### src/rtl/sgt_pkg.sv
// Types and constants shared by the sign glyph tokenizer modules.
package sgt_pkg;

    // Parser modes.
    typedef enum logic [2:0] {
        MODE_OUT   = 3'd0,
        MODE_IN    = 3'd1,
        MODE_COMMA = 3'd2,
        MODE_ACCUM = 3'd3,
        MODE_CTRL  = 3'd4,
        MODE_WAIT  = 3'd5
    } t_mode;

    // Result event codes.
    typedef enum logic [1:0] {
        EV_SINGLE = 2'd0,
        EV_MULTI  = 2'd1,
        EV_END    = 2'd2,
        EV_ERROR  = 2'd3
    } t_event;

    // Sequencer states.
    typedef enum logic [1:0] {
        ST_IDLE  = 2'd0,
        ST_EXEC  = 2'd1,
        ST_FLUSH = 2'd2
    } t_state;

    // Colour codes.
    localparam logic [1:0] COL_Y = 2'd0;
    localparam logic [1:0] COL_L = 2'd1;
    localparam logic [1:0] COL_R = 2'd2;
    localparam logic [1:0] COL_B = 2'd3;

    // Characters with a syntactic role.
    localparam logic [7:0] CH_NUL   = 8'h00;
    localparam logic [7:0] CH_OPEN  = 8'h7B;
    localparam logic [7:0] CH_CLOSE = 8'h7D;
    localparam logic [7:0] CH_COMMA = 8'h2C;
    localparam logic [7:0] CH_AT    = 8'h40;
    localparam logic [7:0] CH_Y     = 8'h59;
    localparam logic [7:0] CH_L     = 8'h4C;
    localparam logic [7:0] CH_R     = 8'h52;
    localparam logic [7:0] CH_B     = 8'h42;

    // Decoded properties of one character.
    typedef struct packed {
        logic       supported;
        logic       is_nul;
        logic       is_open;
        logic       is_close;
        logic       is_comma;
        logic       is_at;
        logic       ctrl_ok;
        logic [1:0] ctrl_colour;
    } t_char_class;

endpackage

### src/rtl/sign_glyph_tokenizer.sv
// Sign glyph tokenizer top level: parser sequencer, glyph buffer and result register.
//
//   channel  | direction | handshake                 | payload
//   ---------+-----------+---------------------------+-------------------------------------
//   input    | in        | i_in_valid / o_in_ready   | i_char_in
//   result   | out       | o_out_valid / i_out_ready | o_event_res, o_glyph_char, o_last,
//            |           |                           | o_back_side, o_colour
//
// A character is accepted in the idle state, then decoded and applied in the exec state.
// A closing brace or comma that ends a glyph is followed by a flush state, as the buffer
// memory is read out one character at a time through its single registered read port.
// A result waits in the output register; a stalled result side holds the sequencer only
// when it has another result to deliver.
// Reset is synchronous and active low; no clearing pass is needed.
module sign_glyph_tokenizer
    import sgt_pkg::*;
#(
    parameter int GLYPH_DEPTH = 8
) (
    input  logic       i_clk,
    input  logic       i_rst_n,
    input  logic       i_in_valid,
    output logic       o_in_ready,
    input  logic [7:0] i_char_in,
    output logic       o_out_valid,
    input  logic       i_out_ready,
    output logic [1:0] o_event_res,
    output logic [7:0] o_glyph_char,
    output logic       o_last,
    output logic       o_back_side,
    output logic [1:0] o_colour
);

    localparam int IW = (GLYPH_DEPTH > 1) ? $clog2(GLYPH_DEPTH) : 1;
    localparam int CW = $clog2(GLYPH_DEPTH + 1);
    localparam logic [CW-1:0] DEPTH_C = CW'(GLYPH_DEPTH);

    t_state        r_state, n_state;
    t_mode         r_mode, n_mode;
    logic          r_failed, n_failed;
    logic [CW-1:0] r_count, n_count;
    logic [1:0]    r_colour, n_colour;
    logic          r_side, n_side;
    logic [7:0]    r_char, n_char;
    logic [IW-1:0] r_idx, n_idx;

    logic          r_out_valid, n_out_valid;
    t_event        r_out_event, n_out_event;
    logic [7:0]    r_out_char, n_out_char;
    logic          r_out_last, n_out_last;
    logic          r_out_side, n_out_side;
    logic [1:0]    r_out_colour, n_out_colour;

    logic [7:0]    r_glyph_mem [GLYPH_DEPTH];
    logic [7:0]    r_rd_data;
    logic [IW-1:0] rd_addr;
    logic [IW-1:0] wr_addr;
    logic          wr_en;

    t_char_class   cls;

    // Decode results for the held character.
    logic          d_emit;
    t_event        d_event;
    logic          d_fail;
    logic          d_flush;
    logic          d_end;
    logic          d_wr;
    t_mode         d_mode;
    logic [1:0]    d_colour;
    logic          d_side;
    logic [CW-1:0] d_count;

    logic          slot_free;
    logic          flush_last;

    sgt_char_class u_class (
        .i_char  (r_char),
        .o_class (cls)
    );

    // Parser decision for the held character.
    always_comb begin
        d_emit   = 1'b0;
        d_event  = EV_SINGLE;
        d_fail   = 1'b0;
        d_flush  = 1'b0;
        d_end    = 1'b0;
        d_wr     = 1'b0;
        d_mode   = r_mode;
        d_colour = r_colour;
        d_side   = r_side;
        d_count  = r_count;

        if (cls.is_nul) begin
            d_emit  = 1'b1;
            d_event = EV_END;
            d_end   = 1'b1;
        end else if (r_failed) begin
            d_emit = 1'b0;
        end else if (!cls.supported) begin
            d_fail = 1'b1;
        end else begin
            case (r_mode)
                MODE_OUT: begin
                    if (cls.is_open) begin
                        d_mode = MODE_IN;
                    end else if (cls.is_close) begin
                        d_fail = 1'b1;
                    end else begin
                        d_emit  = 1'b1;
                        d_event = EV_SINGLE;
                    end
                end
                MODE_IN, MODE_COMMA: begin
                    if (cls.is_comma || cls.is_close || cls.is_open) begin
                        d_fail = 1'b1;
                    end else if (cls.is_at) begin
                        d_mode = MODE_CTRL;
                    end else begin
                        d_wr    = 1'b1;
                        d_count = CW'(1);
                        d_mode  = MODE_ACCUM;
                    end
                end
                MODE_ACCUM: begin
                    if (cls.is_close) begin
                        d_flush = 1'b1;
                        d_mode  = MODE_OUT;
                    end else if (cls.is_comma) begin
                        d_flush = 1'b1;
                        d_mode  = MODE_COMMA;
                    end else if (cls.is_open || (r_count >= DEPTH_C)) begin
                        d_fail = 1'b1;
                    end else begin
                        d_wr    = 1'b1;
                        d_count = r_count + CW'(1);
                    end
                end
                MODE_CTRL: begin
                    if (!cls.ctrl_ok) begin
                        d_fail = 1'b1;
                    end else begin
                        if (cls.is_at) begin
                            d_side = 1'b1;
                        end else begin
                            d_colour = cls.ctrl_colour;
                        end
                        d_mode = MODE_WAIT;
                    end
                end
                MODE_WAIT: begin
                    if (cls.is_comma) begin
                        d_mode = MODE_COMMA;
                    end else if (cls.is_close) begin
                        d_mode = MODE_OUT;
                    end else begin
                        d_fail = 1'b1;
                    end
                end
                default: begin
                    d_fail = 1'b1;
                end
            endcase
        end

        // An error emits one result and empties the buffer.
        if (d_fail) begin
            d_emit  = 1'b1;
            d_event = EV_ERROR;
            d_wr    = 1'b0;
            d_count = '0;
            d_mode  = r_mode;
        end
    end

    assign slot_free  = !r_out_valid || i_out_ready;
    assign flush_last = ((CW'(r_idx) + CW'(1)) == r_count);
    assign wr_addr    = (r_mode == MODE_ACCUM) ? r_count[IW-1:0] : '0;

    // Sequencer: next state and register updates.
    always_comb begin
        n_state      = r_state;
        n_mode       = r_mode;
        n_failed     = r_failed;
        n_count      = r_count;
        n_colour     = r_colour;
        n_side       = r_side;
        n_char       = r_char;
        n_idx        = r_idx;
        n_out_valid  = r_out_valid && !i_out_ready;
        n_out_event  = r_out_event;
        n_out_char   = r_out_char;
        n_out_last   = r_out_last;
        n_out_side   = r_out_side;
        n_out_colour = r_out_colour;
        rd_addr      = r_idx;
        wr_en        = 1'b0;

        case (r_state)
            ST_IDLE: begin
                if (i_in_valid) begin
                    n_char  = i_char_in;
                    n_state = ST_EXEC;
                end
            end
            ST_EXEC: begin
                if (!d_emit || slot_free) begin
                    if (d_emit) begin
                        n_out_valid  = 1'b1;
                        n_out_event  = d_event;
                        n_out_char   = (d_event == EV_END) ? CH_NUL : r_char;
                        n_out_last   = 1'b0;
                        n_out_side   = r_side;
                        n_out_colour = r_colour;
                    end
                    if (d_end) begin
                        n_mode   = MODE_OUT;
                        n_failed = 1'b0;
                        n_count  = '0;
                        n_colour = COL_Y;
                        n_side   = 1'b0;
                    end else begin
                        n_mode   = d_mode;
                        n_failed = r_failed || d_fail;
                        n_count  = d_count;
                        n_colour = d_colour;
                        n_side   = d_side;
                    end
                    wr_en = d_wr;
                    if (d_flush) begin
                        n_idx   = '0;
                        rd_addr = '0;
                        n_state = ST_FLUSH;
                    end else begin
                        n_state = ST_IDLE;
                    end
                end
            end
            ST_FLUSH: begin
                if (slot_free) begin
                    n_out_valid  = 1'b1;
                    n_out_event  = EV_MULTI;
                    n_out_char   = r_rd_data;
                    n_out_last   = flush_last;
                    n_out_side   = r_side;
                    n_out_colour = r_colour;
                    if (flush_last) begin
                        n_count = '0;
                        n_state = ST_IDLE;
                    end else begin
                        n_idx   = r_idx + IW'(1);
                        rd_addr = r_idx + IW'(1);
                    end
                end
            end
            default: begin
                n_state = ST_IDLE;
            end
        endcase
    end

    // Control registers.
    always_ff @(posedge i_clk) begin
        if (!i_rst_n) begin
            r_state     <= ST_IDLE;
            r_mode      <= MODE_OUT;
            r_failed    <= 1'b0;
            r_count     <= '0;
            r_colour    <= COL_Y;
            r_side      <= 1'b0;
            r_idx       <= '0;
            r_out_valid <= 1'b0;
        end else begin
            r_state     <= n_state;
            r_mode      <= n_mode;
            r_failed    <= n_failed;
            r_count     <= n_count;
            r_colour    <= n_colour;
            r_side      <= n_side;
            r_idx       <= n_idx;
            r_out_valid <= n_out_valid;
        end
    end

    // Payload registers.
    always_ff @(posedge i_clk) begin
        r_char       <= n_char;
        r_out_event  <= n_out_event;
        r_out_char   <= n_out_char;
        r_out_last   <= n_out_last;
        r_out_side   <= n_out_side;
        r_out_colour <= n_out_colour;
    end

    // Glyph buffer: one write port, one registered read port.
    always_ff @(posedge i_clk) begin
        if (wr_en) begin
            r_glyph_mem[wr_addr] <= r_char;
        end
        r_rd_data <= r_glyph_mem[rd_addr];
    end

    assign o_in_ready   = (r_state == ST_IDLE);
    assign o_out_valid  = r_out_valid;
    assign o_event_res  = r_out_event;
    assign o_glyph_char = r_out_char;
    assign o_last       = r_out_last;
    assign o_back_side  = r_out_side;
    assign o_colour     = r_out_colour;

endmodule

### src/rtl/sgt_char_class.sv
// Character classifier: supported set and syntactic roles of one character.
module sgt_char_class
    import sgt_pkg::*;
(
    input  logic [7:0]  i_char,
    output t_char_class o_class
);

    // Supported set: upper case, digits, a few punctuation marks and a subset of lower case letters.
    always_comb begin
        o_class = '0;
        case (i_char) inside
            [8'h41:8'h5A], [8'h30:8'h39],
            8'h2E, 8'h2A, 8'h2D, 8'h5F, 8'h7C, 8'h2F, 8'h5E,
            CH_COMMA, CH_AT, CH_OPEN, CH_CLOSE,
            8'h61, [8'h63:8'h66], 8'h68, 8'h69, [8'h6C:8'h6F],
            [8'h72:8'h75], 8'h79, 8'h7A: begin
                o_class.supported = 1'b1;
            end
            default: begin
                o_class.supported = 1'b0;
            end
        endcase

        o_class.is_nul   = (i_char == CH_NUL);
        o_class.is_open  = (i_char == CH_OPEN);
        o_class.is_close = (i_char == CH_CLOSE);
        o_class.is_comma = (i_char == CH_COMMA);
        o_class.is_at    = (i_char == CH_AT);

        // Second character of a control code.
        case (i_char)
            CH_Y: begin
                o_class.ctrl_ok     = 1'b1;
                o_class.ctrl_colour = COL_Y;
            end
            CH_L: begin
                o_class.ctrl_ok     = 1'b1;
                o_class.ctrl_colour = COL_L;
            end
            CH_R: begin
                o_class.ctrl_ok     = 1'b1;
                o_class.ctrl_colour = COL_R;
            end
            CH_B: begin
                o_class.ctrl_ok     = 1'b1;
                o_class.ctrl_colour = COL_B;
            end
            CH_AT: begin
                o_class.ctrl_ok     = 1'b1;
                o_class.ctrl_colour = COL_Y;
            end
            default: begin
                o_class.ctrl_ok     = 1'b0;
                o_class.ctrl_colour = COL_Y;
            end
        endcase
    end

endmodule

### config.mk
export PLATFORM = sky130hd
export DESIGN_NAME = sign_glyph_tokenizer
export DESIGN_NICKNAME = d
export VERILOG_FILES = /design/src/rtl/sgt_pkg.sv /design/src/rtl/sign_glyph_tokenizer.sv /design/src/rtl/sgt_char_class.sv
export SDC_FILE = /design/constraint.sdc
export NUM_CORES = 1
export LEC_CHECK = 0
export BUFFER_PORTS_ARGS = -buffer_cell sky130_fd_sc_hd__buf_2
export CORE_MARGIN = 4
export CORE_UTILIZATION = 40
export CTS_CLUSTER_DIAMETER = 150
export CTS_CLUSTER_SIZE = 40
export DETAILED_ROUTE_END_ITERATION = 7
export HOLD_SLACK_MARGIN = 0.15
export PLACE_DENSITY = 0.6
export SLEW_MARGIN = 10
export SYNTH_ARGS = -nofsm -noshare
export SYNTH_HDL_FRONTEND = slang
export SYNTH_SLANG_ARGS = --single-unit
export TNS_END_PERCENT = 100
### constraint.sdc
create_clock -name i_clk -period 6.9 [get_ports i_clk]
set_clock_uncertainty 0.1 [all_clocks]
set_input_delay 1.38 -clock i_clk [delete_from_list [all_inputs] [get_ports i_clk]]
set_output_delay 1.38 -clock i_clk [all_outputs]
set_load 0.005 [all_outputs]
==> flow_metrics.py, run 1 <==
metrics = {
    "run_status": {
        "status": "finished clean",
    },
    "critical_path": {
        "start_kind": "flip-flop",
        "cpMaxStageDelayCell": "a21oi_1",
        "slowest_delay_ns": 0.86,
        "path_buf_inv": 0,
        "end_kind": "flip-flop",
        "cp_top_family": "simple AND/OR/NAND/NOR gates",
        "critical_path.cell_chain": "or3_1, nor3_1, nor2_1, nand4_1, and3_1, nand2_1, a21oi_1",
        "crit_type": "reg2reg",
        "path_max_fanout": 24,
        "crit_arrival_ns": 3.58,
        "r2r_slack_ns": 3.19,
        "cp.required_ns": 6.77,
    },
    "floorplan": {
        "core_um2": 12700,
        "std_cell_rows": 41,
        "die_h_um": 123,
        "io_pins": 28,
        "initial_core_util": 0.413,
        "dieArea_um2": 15000,
        "dieWidth_um": 123,
    },
    "synth": {
        "syn-num-nets": 416,
        "yosysMostFrequentCell": "edfxtp_1",
        "syn-cell-area_um2": 5250,
        "async_reset_ff_frac": 0,
        "synth_edf_count": 86,
        "ys.flop_type": "edfxtp_1",
        "ys_types": 62,
        "synth_common_cells": "86 x edfxtp_1, 27 x nand2_1, 25 x dfxtp_1",
        "ys_top_cells_by_area": "edfxtp_1 49%, dfxtp_1 9.5%, mux4_2 4.7%, mux2_2 3.6%, mux2i_1 2.1%",
        "ys_seq_area_frac": 0.587,
        "postSynthCellCount": 398,
        "ys_warn_count": 0,
        "ys_ff_latch": 111,
        "syn_area_per_cell_um2": 13.2,
        "synth_area_leader_cell": "edfxtp_1",
        "yosysTopAreaCellShare": 0.492,
    },
    "final_layout": {
        "final_nets": 435,
        "finalNonFillerCells": 594,
        "utilization": 0.456,
        "post_route_cells_drive_above_1_share": 0.218,
        "areaGrowthSynthToFinish_pct": 10.5,
        "final_cell_area_um2": 5800,
        "antennaDiodeCount": 0,
    },
    "global_routing": {
        "grt_pass1_vias": 3087,
        "track_usage": 0.159,
        "grt_first_pass_wirelength_um": 17700,
        "grt_max_degree": 26,
        "overflow": 0,
        "grt_antenna_before_repair": 0,
    },
    "sta": {
        "drv_slew": 0,
        "slew_headroom": 0.260,
        "setup_viol": 0,
        "fin_crit_ns": 3.71,
        "min_period_over_period": 0.538,
        "finalHoldViolCount": 0,
        "timing.fmax_ghz": 0.269,
        "setup-tns-final_ns": 0,
        "rsz0062_at_grt": "no",
        "worst_slew_pin_slew_ns": 1.11,
    },
    "power": {
        "vdd.ir_drop.worst_mv": 0.116,
        "internal-power_uw": 1010,
        "power_density_nw_per_um2": 226,
        "switching_share": 0.231,
        "p_sw_uw": 303,
        "pwr-share-seq": 0.572,
        "pwr-share-comb": 0.050,
        "p_leak_uw": 0.00197,
        "power_frac_clock": 0.378,
    },
    "drt": {
        "detail_route.first_pass.iterations": 4,
        "drt_iter0_drc": 369,
        "postRouteAntennaNets": 0,
        "vias": 3295,
        "drc": 0,
        "viasPerCell": 5.55,
        "finalWirelength_um": 11200,
        "routedWlPerCell_um": 18.8,
    },
    "cts": {
        "cts_buffers": 9,
        "ctsResizeCount": 0,
        "clkTransAtPathRegs_ns": 0.07,
        "postCtsHoldBufs": 0,
        "root_buffer": "clkbuf_16",
        "cts_tree": "built",
        "cts_sinks": 111,
        "clockBufferDepth": 2,
        "cts_setup_buffers": 0,
        "insertion_delay_ns": 0.35,
        "cts_max_level": 3,
    },
    "place": {
        "place_inst": 578,
        "place_area_um2": 5520,
        "dp_hpwl_um": 7540,
        "gp_congestion": 0.876,
        "portBuffers": 27,
    },
    "min_path": {
        "hold_class": "reg2reg",
    },
    "run": {
        "cap_violations": 0,
    },
}
## sequential cells by signal (all words and copies together), names as in the netlist
register / cells
o_back_side: 1
o_colour: 2
o_event_res: 2
o_glyph_char: 8
o_last: 1
o_out_valid: 1
r_char: 8
r_colour: 2
r_count: 4
r_failed: 1
r_glyph_mem: 64
r_idx: 3
r_mode: 3
r_rd_data: 8
r_side: 1
r_state: 2
## stage by stage
stage,worst slack (ns),total power (uW),hold slack (ns)
6_report,3.19,1310,0.334
5_1_grt,2.76,1360,0.348
4_1_cts,3.17,1320,0.339
3_5_place_dp,3.18,833,0.322
3_3_place_gp,3.19,832,0.322
2_1_floorplan,3.20,804,0.308
## power by group through the flow
stage               clock [uW]  combinational, uW  sequential (uW)
global placement             0               65.6              767
CTS                        504               66.7              752
global route               536               72.6              754
detailed placement           0               66.2              767
finish                     496               66.1              752
floorplan                    0               47.5              757
## layer usage
metal	GRT usage	wire length, um
met3	0.0258	652
met5	0	0
met2	0.227	4960
met1	0.241	5340
met4	0.0623	212
## worst reg2reg max path, cell delays in order, from the launching register on
cell	delay (ns)
edfxtp_1	0.67
or3_1	0.48
nor3_1	0.36
nor2_1	0.18
nand4_1	0.26
and3_1	0.30
nand2_1	0.11
a21oi_1	0.86
## cell usage in the layout (no fill, tap or decap), types with 5 or more instances in the layout
cell	n
mux2i_1	11
clkbuf_16	9
dfxtp_1	25
nor2_1	22
nand4_1	8
a211oi_1	5
nor3b_1	5
edfxtp_1	86
nand2b_1	8
mux2_2	17
ha_1	6
o21ai_0	13
buf_2	27
nor2b_1	8
nand2_1	27
mux4_2	11
nor3_1	11
nand4b_1	6
inv_1	13
nand3_1	8
a21oi_1	13
## final timing paths
check / start / to / cells after the start
setup / recovery: r_char[4]$_DFFE_PP_ / r_glyph_mem[0][2]$_DFFE_PP_ / 7
hold / removal: r_colour[1]$_SDFFE_PN0P_ / o_colour[1]$_DFFE_PP_ / 0
hold reg to reg: r_colour[1]$_SDFFE_PN0P_ / o_colour[1]$_DFFE_PP_ / 0
setup reg to reg: r_char[4]$_DFFE_PP_ / r_glyph_mem[0][2]$_DFFE_PP_ / 7
## cells by family (layout without fill, tap and decap cells)
logic type               count (synthesis)  in the layout  share of synthesized area
multiplexers                            43             43                      0.123
XOR/XNOR                                 5              5                    0.00834
AND/OR/NAND/NOR                        129            129                      0.138
AO/OA/AOI/OAI                           69             69                     0.0982
flip-flops                             111            111                      0.587
adder cells (fa/ha/maj)                  6              6                     0.0143
buffers and inverters                   35             59                     0.0315
## area by class of cell
cell class	count	area, um2
Fill cell	1164	6920
Sequential cell	111	3080
Multi-Input combinational cell	252	2020
Clock buffer	10	229
Tap cell	172	215
Timing Repair Buffer	30	158
Clock inverter	6	51.3
Inverter	13	48.8
(Power assumes the default switching activity.)
==> run 2: changes to the inputs <==
==> constraint.sdc (replaced) <==
create_clock -name i_clk -period 3.8 [get_ports i_clk]
set_clock_uncertainty 0.1 [all_clocks]
set_input_delay 0.76 -clock i_clk [delete_from_list [all_inputs] [get_ports i_clk]]
set_output_delay 0.76 -clock i_clk [all_outputs]
set_load 0.005 [all_outputs]
==> run 2 against run 1 <==
Compared with the run above: via count rose by 3.0%; critical path depth rose by 1; flip-flop and latch count did not move; routed wire length rose by 2.9%; combinational power rose by 120%; first-iteration DRC count fell by 15%; sequential share of layout area fell by 1.4 points; global-route usage rose by 0.14 points; final area rose by 2.7%; total power rose by 84%; count of clock-buffer cells in the layout fell by 1; register-to-register slack got worse by 2.7 ns.
==> flow_metrics.py, run 2 (synthesis gave the netlist of run 1 again) <==
metrics = {
    "cts": {
        "ctsResizeCount": 0,
        "clockBufferDepth": 2,
        "insertion_delay_ns": 0.36,
        "cts_buffers": 9,
        "cts_max_level": 3,
        "postCtsHoldBufs": 0,
        "cts_tree": "built",
        "cts_sinks": 111,
        "clkTransAtPathRegs_ns": 0.08,
        "cts_setup_buffers": 0,
        "root_buffer": "clkbuf_16",
    },
    "place": {
        "dp_hpwl_um": 7810,
        "portBuffers": 27,
        "place_inst": 598,
        "gp_congestion": 0.882,
        "place_ws_ns": 0.554,
    },
    "final_layout": {
        "largest_register_ffs": 64,
        "final_nets": 455,
        "post_route_cells_drive_above_1_share": 0.249,
        "antennaDiodeCount": 0,
        "layout_commonest_cell": "edfxtp_1",
        "areaGrowthSynthToFinish_pct": 13.5,
        "finalNonFillerCells": 614,
        "multiInputGateArea_um2": 2010,
        "top_register": "r_glyph_mem",
        "nFillCells": 1181,
        "most-common-layout-cells": "86 x edfxtp_1, 27 x nand2_1, 27 x buf_2",
        "regArea_um2": 3080,
    },
    "sta": {
        "min_period_over_period": 0.860,
        "fin_ws_ns": 0.531,
        "worst_slew_pin_slew_ns": 0.790,
        "setup-tns-final_ns": 0,
        "timing.fmax_ghz": 0.306,
        "fin_crit_ns": 3.27,
        "drv_slew": 0,
        "setup_viol": 0,
        "rsz0062_at_grt": "no",
        "finalHoldViolCount": 0,
        "slew_headroom": 0.473,
    },
    "drt": {
        "postRouteAntennaNets": 0,
        "viasPerCell": 5.53,
        "routedWlPerCell_um": 18.7,
        "vias": 3394,
        "finalWirelength_um": 11500,
        "detail_route.first_pass.iterations": 5,
        "drt_iter0_drc": 314,
        "drc": 0,
    },
    "floorplan": {
        "io_pins": 28,
        "core_um2": 12700,
        "initial_core_util": 0.413,
        "std_cell_rows": 41,
        "die_h_um": 123,
        "dieArea_um2": 15000,
        "dieWidth_um": 123,
    },
    "critical_path": {
        "end_kind": "flip-flop",
        "crit_arrival_ns": 3.42,
        "regToRegStartpoint": "r_char[7]$_DFFE_PP_",
        "cp.required_ns": 3.95,
        "startpoint": "r_char[7]$_DFFE_PP_",
        "crit_type": "reg2reg",
        "start_kind": "flip-flop",
        "path_max_fanout": 19,
    },
    "power": {
        "p_leak_uw": 0.00208,
        "internal-power_uw": 1850,
        "power_density_nw_per_um2": 406,
        "pwr-share-comb": 0.059,
        "pwr-share-seq": 0.557,
        "switching_share": 0.236,
        "power_frac_clock": 0.384,
        "vdd.ir_drop.worst_mv": 0.230,
        "p_sw_uw": 570,
    },
    "min_path": {
        "min_from": "r_colour[1]$_SDFFE_PN0P_",
        "hold_class": "reg2reg",
    },
    "global_routing": {
        "grt_max_degree": 26,
        "overflow": 0,
        "track_usage": 0.160,
        "grt_pass1_vias": 3170,
        "grt_antenna_before_repair": 0,
        "grt_first_pass_wirelength_um": 18000,
    },
    "run": {
        "cap_violations": 0,
    },
    "run_status": {
        "status": "finished clean",
    },
}
==> run 2: cell count changes in the layout (fill, tap and decap cells not counted), moves of 2 or more <==
cell        change
nor3_1          +2
clkinv_8        +2
buf_4          +20
nor3_2          -2
clkinvlp_4      -2
==> run 2: path summary, 6_finish.rpt <==
path                                               to  slack, ns  cells past startpoint
worst max-delay path             r_rd_data[3]$_DFF_P_       0.53                      8
worst min-delay path            o_colour[1]$_DFFE_PP_       0.34                      0
worst max register to register   r_rd_data[3]$_DFF_P_       0.53                      8
worst min register to register  o_colour[1]$_DFFE_PP_       0.34                      0
==> run 2: layer usage <==
layer / global-route usage / vias up / part of all wire
li1: - / 1608 / -
met1: 0.237 / 1685 / 0.48
met2: 0.238 / 90 / 0.46
met3: 0.0323 / 11 / 0.052
met4: 0.0504 / 0 / 0.013
met5: 0 / - / 0
==> run 2: worst max-delay path, cell delays in order, from the launching register on <==
cell and delay, ns:
edfxtp_1 0.57, nand4b_1 0.31, a211o_1 0.41, nor3_1 0.21, o21ai_2 0.12, a22oi_2 0.19
buf_4 0.36, mux4_1 0.60, mux2_2 0.27
==> run 2: final cells by class <==
class                   instances  area share
well taps                     172      0.0361
repair buffers                 50      0.0516
clock inverters                 7      0.0124
clock buffers                   9      0.0378
flip-flops and latches        111       0.517
inverters                      13     0.00819
multi-input cells             252       0.337
==> run 2: power by group through the flow <==
stage | logic, uW | registers [uW] | clock network [uW]
final | 143 | 1350 | 929
after global routing | 160 | 1350 | 994
after CTS | 144 | 1350 | 954
after detailed placement | 143 | 1380 | 0
after global placement | 142 | 1380 | 0
after floorplan | 86.3 | 1370 | 0
==> run 2: per-stage QoR <==
stage	hold slack, ns	utilization	area (um2)	power, uW
2_1_floorplan	0.308	-	5250	1460
3_3_place_gp	0.317	0.445	5660	1520
3_5_place_dp	0.315	0.445	5660	1520
4_1_cts	0.336	0.468	5960	2450
5_1_grt	0.349	0.468	5960	2500
6_report	0.336	0.468	5960	2420
==> run 3: changes to the inputs <==
--- a/config.mk
+++ b/config.mk
@@ -12,6 +12,7 @@
 export CTS_CLUSTER_SIZE = 40
 export DETAILED_ROUTE_END_ITERATION = 7
 export HOLD_SLACK_MARGIN = 0.15
+export MAX_ROUTING_LAYER = met4
 export PLACE_DENSITY = 0.6
 export SLEW_MARGIN = 10
 export SYNTH_ARGS = -nofsm -noshare
==> run 3 against run 2 <==
Compared with the run above: total power up 0.18%; first-iteration DRC count down 0.96%; via count down 1.2%; worst hold slack about the same; sequential power about the same; core utilization unchanged; maximum frequency up 0.20%; routed wire length down 0.21%; count of clock-buffer cells in the layout unchanged; highest routed layer unchanged; register-to-register slack about the same; non-clock buffer count unchanged; flip-flop and latch count unchanged.
==> flow_metrics.py, run 3 (synthesis gave the netlist of run 1 again) <==
metrics = {
    "critical_path": {
        "start_kind": "flip-flop",
        "end_kind": "flip-flop",
        "reg2reg_depth": 8,
        "r2r_slack_ns": 0.54,
        "crit_type": "reg2reg",
        "crit_arrival_ns": 3.42,
        "path_max_fanout": 19,
        "cp.required_ns": 3.95,
        "reg2reg_to": "r_rd_data[3]$_DFF_P_",
        "regToRegStartpoint": "r_char[7]$_DFFE_PP_",
    },
    "min_path": {
        "hold_depth": 0,
        "hold_class": "reg2reg",
        "min_from": "r_colour[1]$_SDFFE_PN0P_",
        "worstHoldEndpoint": "o_colour[1]$_DFFE_PP_",
    },
    "sta": {
        "drv_slew": 0,
        "setup_viol": 0,
        "rsz0062_at_grt": "no",
        "min_period_over_period": 0.859,
        "fin_crit_ns": 3.26,
        "setup-tns-final_ns": 0,
        "finalHoldViolCount": 0,
        "timing.fmax_ghz": 0.306,
        "worst_slew_pin_slew_ns": 0.780,
        "slew_headroom": 0.480,
        "finalHoldWorstSlack_ns": 0.336,
    },
    "floorplan": {
        "core_um2": 12700,
        "io_pins": 28,
        "initial_core_util": 0.413,
        "die_h_um": 123,
        "dieWidth_um": 123,
        "std_cell_rows": 41,
        "dieArea_um2": 15000,
    },
    "place": {
        "gp_congestion": 0.896,
        "place_area_um2": 5660,
        "place_inst": 598,
        "dp_hpwl_um": 7810,
        "portBuffers": 27,
    },
    "cts": {
        "postCtsHoldBufs": 0,
        "clockBufferDepth": 2,
        "cts_setup_buffers": 0,
        "root_buffer": "clkbuf_16",
        "cts_sinks": 111,
        "cts_tree": "built",
        "cts_buffers": 9,
        "ctsResizeCount": 0,
        "clkTransAtPathRegs_ns": 0.08,
        "insertion_delay_ns": 0.36,
        "cts_max_level": 3,
    },
    "drt": {
        "drc": 0,
        "routedWlPerCell_um": 18.7,
        "viasPerCell": 5.46,
        "postRouteAntennaNets": 0,
        "finalWirelength_um": 11500,
        "vias": 3352,
        "detail_route.first_pass.iterations": 4,
        "drt_iter0_drc": 311,
    },
    "global_routing": {
        "grt_antenna_before_repair": 0,
        "grt_pass1_vias": 3159,
        "overflow": 0,
        "grt_max_degree": 26,
        "grt_first_pass_wirelength_um": 18000,
        "track_usage": 0.165,
    },
    "power": {
        "p_leak_uw": 0.00208,
        "switching_share": 0.237,
        "p_sw_uw": 575,
        "vdd.ir_drop.worst_mv": 0.232,
        "power_frac_clock": 0.385,
        "pwr-share-seq": 0.556,
        "p_total_uw": 2420,
        "internal-power_uw": 1850,
        "power_density_nw_per_um2": 407,
        "pwr-share-comb": 0.059,
    },
    "final_layout": {
        "final_cell_area_um2": 5960,
        "antennaDiodeCount": 0,
        "most-common-layout-cells": "86 x edfxtp_1, 27 x nand2_1, 27 x buf_2",
        "finalNonFillerCells": 614,
        "areaGrowthSynthToFinish_pct": 13.5,
        "final_nets": 455,
        "layout_commonest_cell": "edfxtp_1",
        "largest_register_ffs": 64,
        "post_route_cells_drive_above_1_share": 0.249,
        "top_register": "r_glyph_mem",
    },
    "run_status": {
        "status": "finished clean",
    },
    "run": {
        "cap_violations": 0,
    },
}
[run 3: worst max path at each step]
stage | from | to | slack (ns) | depth (start not counted)
2_1_floorplan | r_char[4]$_DFFE_PP_ | o_back_side$_DFFE_PP_ | 0.1 | 8
3_3_place_gp | r_char[7]$_DFFE_PP_ | r_rd_data[3]$_DFF_P_ | 0.62 | 8
3_5_place_dp | r_char[7]$_DFFE_PP_ | r_rd_data[3]$_DFF_P_ | 0.55 | 8
4_1_cts | r_char[7]$_DFFE_PP_ | r_rd_data[3]$_DFF_P_ | 0.54 | 8
5_1_grt | r_char[7]$_DFFE_PP_ | r_rd_data[3]$_DFF_P_ | 0.38 | 8
6_report | r_char[7]$_DFFE_PP_ | r_rd_data[3]$_DFF_P_ | 0.54 | 8
[run 3: worst max-delay path: stages, from the launching register on]
cell	delay (ns)
edfxtp_1	0.58
nand4b_1	0.31
a211o_1	0.41
nor3_1	0.21
o21ai_2	0.12
a22oi_2	0.19
buf_4	0.36
mux4_1	0.60
mux2_2	0.27
[run 3: routing by layer]
metal / global-route usage / vias to the layer above / routed length, um / share of wire
met4: 0.0504 / 0 / 151 / 0.013
met5: - / - / 0 / 0
met3: 0.0318 / 13 / 565 / 0.049
met1: 0.238 / 1650 / 5590 / 0.49
li1: - / 1608 / - / -
met2: 0.238 / 81 / 5160 / 0.45
[run 3: cell type report]
type                    count  area, um2
clock buffers               9        225
clock inverters             7       73.8
fillers                  1181       6760
inverters                  13       48.8
multi-input cells         252       2010
flip-flops and latches    111       3080
well taps                 172        215
repair buffers             50        308
[run 3: power by group through the flow]
stage                     combinational (uW)  clock [uW]  sequential [uW]
final                                    143         933             1350
after global placement                   142           0             1380
after global routing                     160         994             1350
after detailed placement                 143           0             1380
after floorplan                         86.3           0             1370
after CTS                                144         954             1350
[run 3: per-stage QoR]
| stage | utilization | setup slack, ns |
|---|---|---|
| after floorplan | - | 0.0956 |
| after global placement | 0.445 | 0.624 |
| after detailed placement | 0.445 | 0.554 |
| after CTS | 0.468 | 0.536 |
| after global routing | 0.468 | 0.376 |
| final | 0.468 | 0.537 |
